==> src/rtl/rdt_pkg.sv <==
`timescale 1ns / 1ps
// ----------------------------------------------------------------------------
// rdt_pkg: shared types and constants of the packet deframer and checker
// Header geometry, status codes, the queue entry type and the
// ones'-complement add used by the front end.
// ----------------------------------------------------------------------------
package rdt_pkg;

  localparam int unsigned HDR_BYTES = 9;
  localparam int unsigned CNT_W     = 17;
  localparam logic [CNT_W-1:0] COUNT_MAX = {CNT_W{1'b1}};
  localparam logic [15:0] ALL_ONES = 16'hFFFF;

  localparam int unsigned FIFO_DEPTH_DEF = 4;

  localparam logic [1:0] ST_OK       = 2'd0;
  localparam logic [1:0] ST_SHORT    = 2'd1;
  localparam logic [1:0] ST_LEN_MISM = 2'd2;
  localparam logic [1:0] ST_CK_BAD   = 2'd3;

  // One classified input item: a payload result, a closing result, or both.
  typedef struct packed {
    logic        has_pl;
    logic        has_fin;
    logic [7:0]  pl_byte;
    logic [1:0]  status;
    logic [31:0] seq_number;
    logic [7:0]  flag_bits;
    logic [15:0] checksum_field;
    logic [15:0] payload_len;
  } entry_t;

  // 16-bit add with end-around carry.
  function automatic logic [15:0] oc_add(input logic [15:0] a, input logic [15:0] w);
    logic [16:0] s;
    s = {1'b0, a} + {1'b0, w};
    return s[15:0] + {15'd0, s[16]};
  endfunction

endpackage

==> src/rtl/rdt_front.sv <==
`timescale 1ns / 1ps
// ----------------------------------------------------------------------------
// rdt_front: header parse and checksum front end
// Takes one byte per cycle unless the queue is full; keeps header fields,
// byte count, running ones'-complement sum; classifies bytes to queue entries.
// ----------------------------------------------------------------------------
module rdt_front import rdt_pkg::*; (
  input  logic   clk,
  input  logic   rst_n,
  input  logic   in_valid,
  output logic   in_ready,
  input  logic [7:0] in_byte,
  input  logic   in_last,
  input  logic   q_full,
  output logic   q_push,
  output entry_t q_entry
);

  logic [CNT_W-1:0] byte_count_r, byte_count_nxt;
  logic [15:0]      sum_r, sum_nxt;
  logic [7:0]       pend_r, pend_nxt;
  logic [31:0]      seq_r, seq_nxt;
  logic [7:0]       flags_r, flags_nxt;
  logic [15:0]      cksum_r, cksum_nxt;
  logic [15:0]      len_r, len_nxt;
  logic             acc;
  logic             has_pl;
  logic [1:0]       st;

  assign in_ready = !q_full;
  assign acc      = in_valid && in_ready;
  assign has_pl   = byte_count_r >= CNT_W'(HDR_BYTES);

  always_comb begin
    seq_nxt   = seq_r;
    flags_nxt = flags_r;
    cksum_nxt = cksum_r;
    len_nxt   = len_r;
    case (byte_count_r)
      17'd0:   seq_nxt[31:24]  = in_byte;
      17'd1:   seq_nxt[23:16]  = in_byte;
      17'd2:   seq_nxt[15:8]   = in_byte;
      17'd3:   seq_nxt[7:0]    = in_byte;
      17'd4:   flags_nxt       = in_byte;
      17'd5:   cksum_nxt[15:8] = in_byte;
      17'd6:   cksum_nxt[7:0]  = in_byte;
      17'd7:   len_nxt[15:8]   = in_byte;
      17'd8:   len_nxt[7:0]    = in_byte;
      default: ;
    endcase

    // Even positions open a byte pair; a lone final byte is padded with zero.
    pend_nxt = pend_r;
    sum_nxt  = sum_r;
    if (!byte_count_r[0]) begin
      pend_nxt = in_byte;
      if (in_last) sum_nxt = oc_add(sum_r, {in_byte, 8'd0});
    end else begin
      sum_nxt = oc_add(sum_r, {pend_r, in_byte});
    end

    byte_count_nxt = (byte_count_r == COUNT_MAX) ? byte_count_r : byte_count_r + 1'b1;

    if (byte_count_nxt < CNT_W'(HDR_BYTES))
      st = ST_SHORT;
    else if ({1'b0, len_nxt} != byte_count_nxt - CNT_W'(HDR_BYTES))
      st = ST_LEN_MISM;
    else if (sum_nxt != ALL_ONES)
      st = ST_CK_BAD;
    else
      st = ST_OK;
  end

  always_comb begin
    q_entry.has_pl         = has_pl;
    q_entry.has_fin        = in_last;
    q_entry.pl_byte        = in_byte;
    q_entry.status         = st;
    q_entry.seq_number     = seq_nxt;
    q_entry.flag_bits      = flags_nxt;
    q_entry.checksum_field = cksum_nxt;
    q_entry.payload_len    = len_nxt;
  end

  assign q_push = acc && (has_pl || in_last);

  always_ff @(posedge clk) begin
    if (!rst_n || (acc && in_last)) begin
      byte_count_r <= '0;
      sum_r        <= '0;
      pend_r       <= '0;
      seq_r        <= '0;
      flags_r      <= '0;
      cksum_r      <= '0;
      len_r        <= '0;
    end else if (acc) begin
      byte_count_r <= byte_count_nxt;
      sum_r        <= sum_nxt;
      pend_r       <= pend_nxt;
      seq_r        <= seq_nxt;
      flags_r      <= flags_nxt;
      cksum_r      <= cksum_nxt;
      len_r        <= len_nxt;
    end
  end

  a_eop_clears: assert property (@(posedge clk) disable iff (!rst_n)
    (acc && in_last) |=> (byte_count_r == '0 && sum_r == '0))
    else $error("packet state not cleared after last byte");

endmodule

==> config.mk <==
export PLATFORM = sky130hd
export DESIGN_NAME = rdt_front
export DESIGN_NICKNAME = d
export VERILOG_FILES = /design/src/rtl/rdt_pkg.sv /design/src/rtl/rdt_front.sv
export SDC_FILE = /design/constraint.sdc
export NUM_CORES = 1
export LEC_CHECK = 0
export BUFFER_PORTS_ARGS = -buffer_cell sky130_fd_sc_hd__buf_2
export CAP_MARGIN = 25
export CORE_MARGIN = 8
export CORE_UTILIZATION = 40
export DETAILED_ROUTE_END_ITERATION = 12
export HOLD_SLACK_MARGIN = 0.02
export PLACE_DENSITY = 0.6
export REMOVE_ABC_BUFFERS = 1
export SYNTH_ARGS = -nofsm -noshare
export SYNTH_HDL_FRONTEND = slang
export SYNTH_SLANG_ARGS = --single-unit
==> constraint.sdc <==
create_clock -name clk -period 4.9 [get_ports clk]
set_input_delay 0.49 -clock clk [delete_from_list [all_inputs] [get_ports clk]]
set_output_delay 0.49 -clock clk [all_outputs]
set_load 0.01 [all_outputs]
==> out/metrics.csv <==
metric,value,unit
post-route cell area,0.0105,mm²
power per cell area,274,mW/mm²
failing checks,negative setup slack,
synth top area cells,"dfxtp_1 (26%), nor2_1 (8.5%), mux2_2 (7.0%)",
DP HPWL,20300,µm
routability cong.,0.900,
post-synth top area cell,dfxtp_1,
Synth top area share,26.0,%
Die Y,163,µm
DRC errors left,0,
PortBufs,98,
Yosys Warn Count,0,
Finished Layout Cells,1551,
Hold Crit Class,in2reg,
final setup margin,-226,ps
Post-DP Area,0.00971,mm²
CP endpoint kind,primary output,
CTS sink cnt,113,
Initial DRC Count,650,
"Seq/Total Area, Yosys",26.0,%
fin crit period,5130,ps
worst vdd ir,0.000225,V
max-slew violation count,0,
Core Box Area,0.0216,mm²
synthesized cell area,0.00869,mm²
"CTS clk-pin slew, worst paths",60,ps
pre-CTS setup slack,-454,ps
CTS max path bufs,2,
Gate Count Post-Synth,1145,
vias in the first global route,8364,
WP data required,4410,ps
Post-Syn Area per Cell,7.59,µm²
crit path kind,reg2out,
startpoint types,flop,
drt first pass iters,7,
routed length per instance,17.9,µm
Post-synth top flop,dfxtp_1,
"Hold-fix buffers, CTS",0,
GR Overflow Total,0,
GRT Util Overall,20.9,%
Num CTS Buffers,17,
# fillers,2123,
Least-Margin Pin Slew,948,ps
Ports,99,
Die Area,0.0267,mm²
largest net degree at the start of global routing,82,
skew final,11.6,ps
CP Max Fanout,4,
placed cells,1515,
Post-synth EDFFs,0,
CP arrival,4640,ps
Synth cell types,89,
RSZ-0062 raised after global routing,true,
Site Rows,54,
Clock Tree Root,clkbuf_16,
Worst-Skew Late Latency,420,ps
initial antenna violation count,0,
fmax,0.195,GHz
Routed Antenna Nets,0,
final WL,27800,µm
status,"complete, but fails checks",
final setup TNS,-444,ps
CTS tree,built,
"Period Utilization, post-route",105,%
Leak,4.54,nW
Vias/cell,5.58,
#FFs+latches synth,113,
Syn-to-layout area delta,20.5,%
H-Tree Depth,4,
first-pass GRT wire length,44800,µm
layout net count,1306,
Horiz. Die Dim,163,µm
n_diodes,0,
layout cells sized above 1,24.8,%
Slew HR,36.8,%
number of max-cap violations,0,
final hold vios,0,
Initial Util,40.3,%
Via Count,8656,
Async SR Flop Fraction,0,%
final setup fails,2,
[cells in the final DEF, fill, tap and decap left out, types with 4 or more instances in the layout]
cell type and count:
nor2_1 196, nor2b_1 4, ha_1 29, buf_4 81
a21o_1 9, or3_1 9, o211ai_1 5, nor3b_1 5
nor3_1 89, inv_6 4, a31oi_1 9, nand2b_1 7
xor2_1 31, clkbuf_16 17, and4_1 8, xnor2_1 33
o211a_1 5, nand2_1 71, nor4_1 4, inv_1 40
a211o_1 8, nand3_1 31, a21oi_1 60, clkinv_4 5
buf_2 98, and2_1 15, mux2_2 53, nand4_1 16
o21a_1 5, o21ai_0 37, a211oi_1 31, and3_1 16
dfxtp_1 110, mux2i_1 20
[metrics by stage]
stage / util (%) / total power [W] / hold WS, ps
finish: 48.6 / 0.00287 / 373
global route: 48.6 / 0.00300 / 365
CTS: 48.5 / 0.00288 / 368
detailed placement: 45.1 / 0.00161 / 482
global placement: 45.1 / 0.00160 / 478
floorplan: - / 0.00139 / 457
[final cells by class]
type	instances	area [µm²]	share of cell area [%]
multi-input combinational	906	6000	57.3
sequential	113	2270	21.6
timing repair buffer	180	1110	10.6
clock buffer	17	425	4.06
tap	280	350	3.35
clock inverter	15	174	1.66
inverter	40	150	1.43
[routing by layer]
| layer | vias up | part of all wire [%] | global-route usage [%] |
|---|---|---|---|
| li1 | 4291 | - | - |
| met1 | 4106 | 47 | 27.9 |
| met3 | 39 | 4.5 | 3.76 |
| met4 | 0 | 2.6 | 7.46 |
| met2 | 220 | 45 | 33.1 |
| met5 | - | 0 | 0 |
[what timing repair did]
item,in CTS,in global routing
setup buffers,2,2
pin swaps,5,0
gates resized for setup,29,2
endpoints found under the setup margin,2,2
[synth_stat cells, types with 33 or more instances]
cell        n
inv_1      40
o21ai_0    40
dfxtp_1   113
xnor2_1    33
clkbuf_1   50
nor3_1     90
a21oi_1    61
mux2_2     54
nor2_1    197
ha_1       33
nand2_1    75
[flip-flops by register name, indices dropped and copies added (netlist names)]
name,cells
sum_r,16
cksum_r,16
flags_r,8
pend_r,8
len_r,16
byte_count_r,17
seq_r,32
[path summary, 6_finish.rpt]
path	from	depth (start not counted)	slack, ps	to
worst max register to register	sum_r[0]$_SDFFE_PP0P_	19	900	sum_r[15]$_SDFFE_PP0P_
worst max-delay path	sum_r[0]$_SDFFE_PP0P_	22	-230	q_entry[73]
worst min-delay path	rst_n	2	370	sum_r[0]$_SDFFE_PP0P_
worst min register to register	len_r[11]$_SDFFE_PP0P_	2	490	len_r[11]$_SDFFE_PP0P_
[logic make-up (layout without fill, tap and decap cells)]
group | count (synthesis) | count (layout) | share of synthesized area, %
simple gates | 505 | 505 | 28.0
compound gates | 227 | 227 | 18.2
buf+inv | 126 | 252 | 6.52
flops | 113 | 113 | 26.0
mux | 74 | 74 | 9.30
xor+xnor | 65 | 65 | 6.71
fa+ha+maj | 35 | 35 | 5.21
[where the power goes]
group,switching (W),internal [W]
combinational,0.000368,0.000242
sequential,0.0000285,0.000964
clock,0.000505,0.000764
[worst max-delay path, stage by stage, from the launching register on]
cell and delay [ps]:
dfxtp_2 340, ha_4 160, fa_2 350, a21oi_2 190
o221ai_2 140, a211o_1 350, o41ai_4 220, and2b_1 210
o21ai_1 120, nand2b_1 90, ha_2 210, ha_4 170
nand2_4 80, nor2_4 40, a21o_1 200, a31oi_2 210
nand4_1 170, a221oi_4 240, o2111ai_2 170, nor4_2 170
buf_4 180, a21boi_1 60, buf_2 140
No activity file was read; power rests on OpenSTA's default activity.
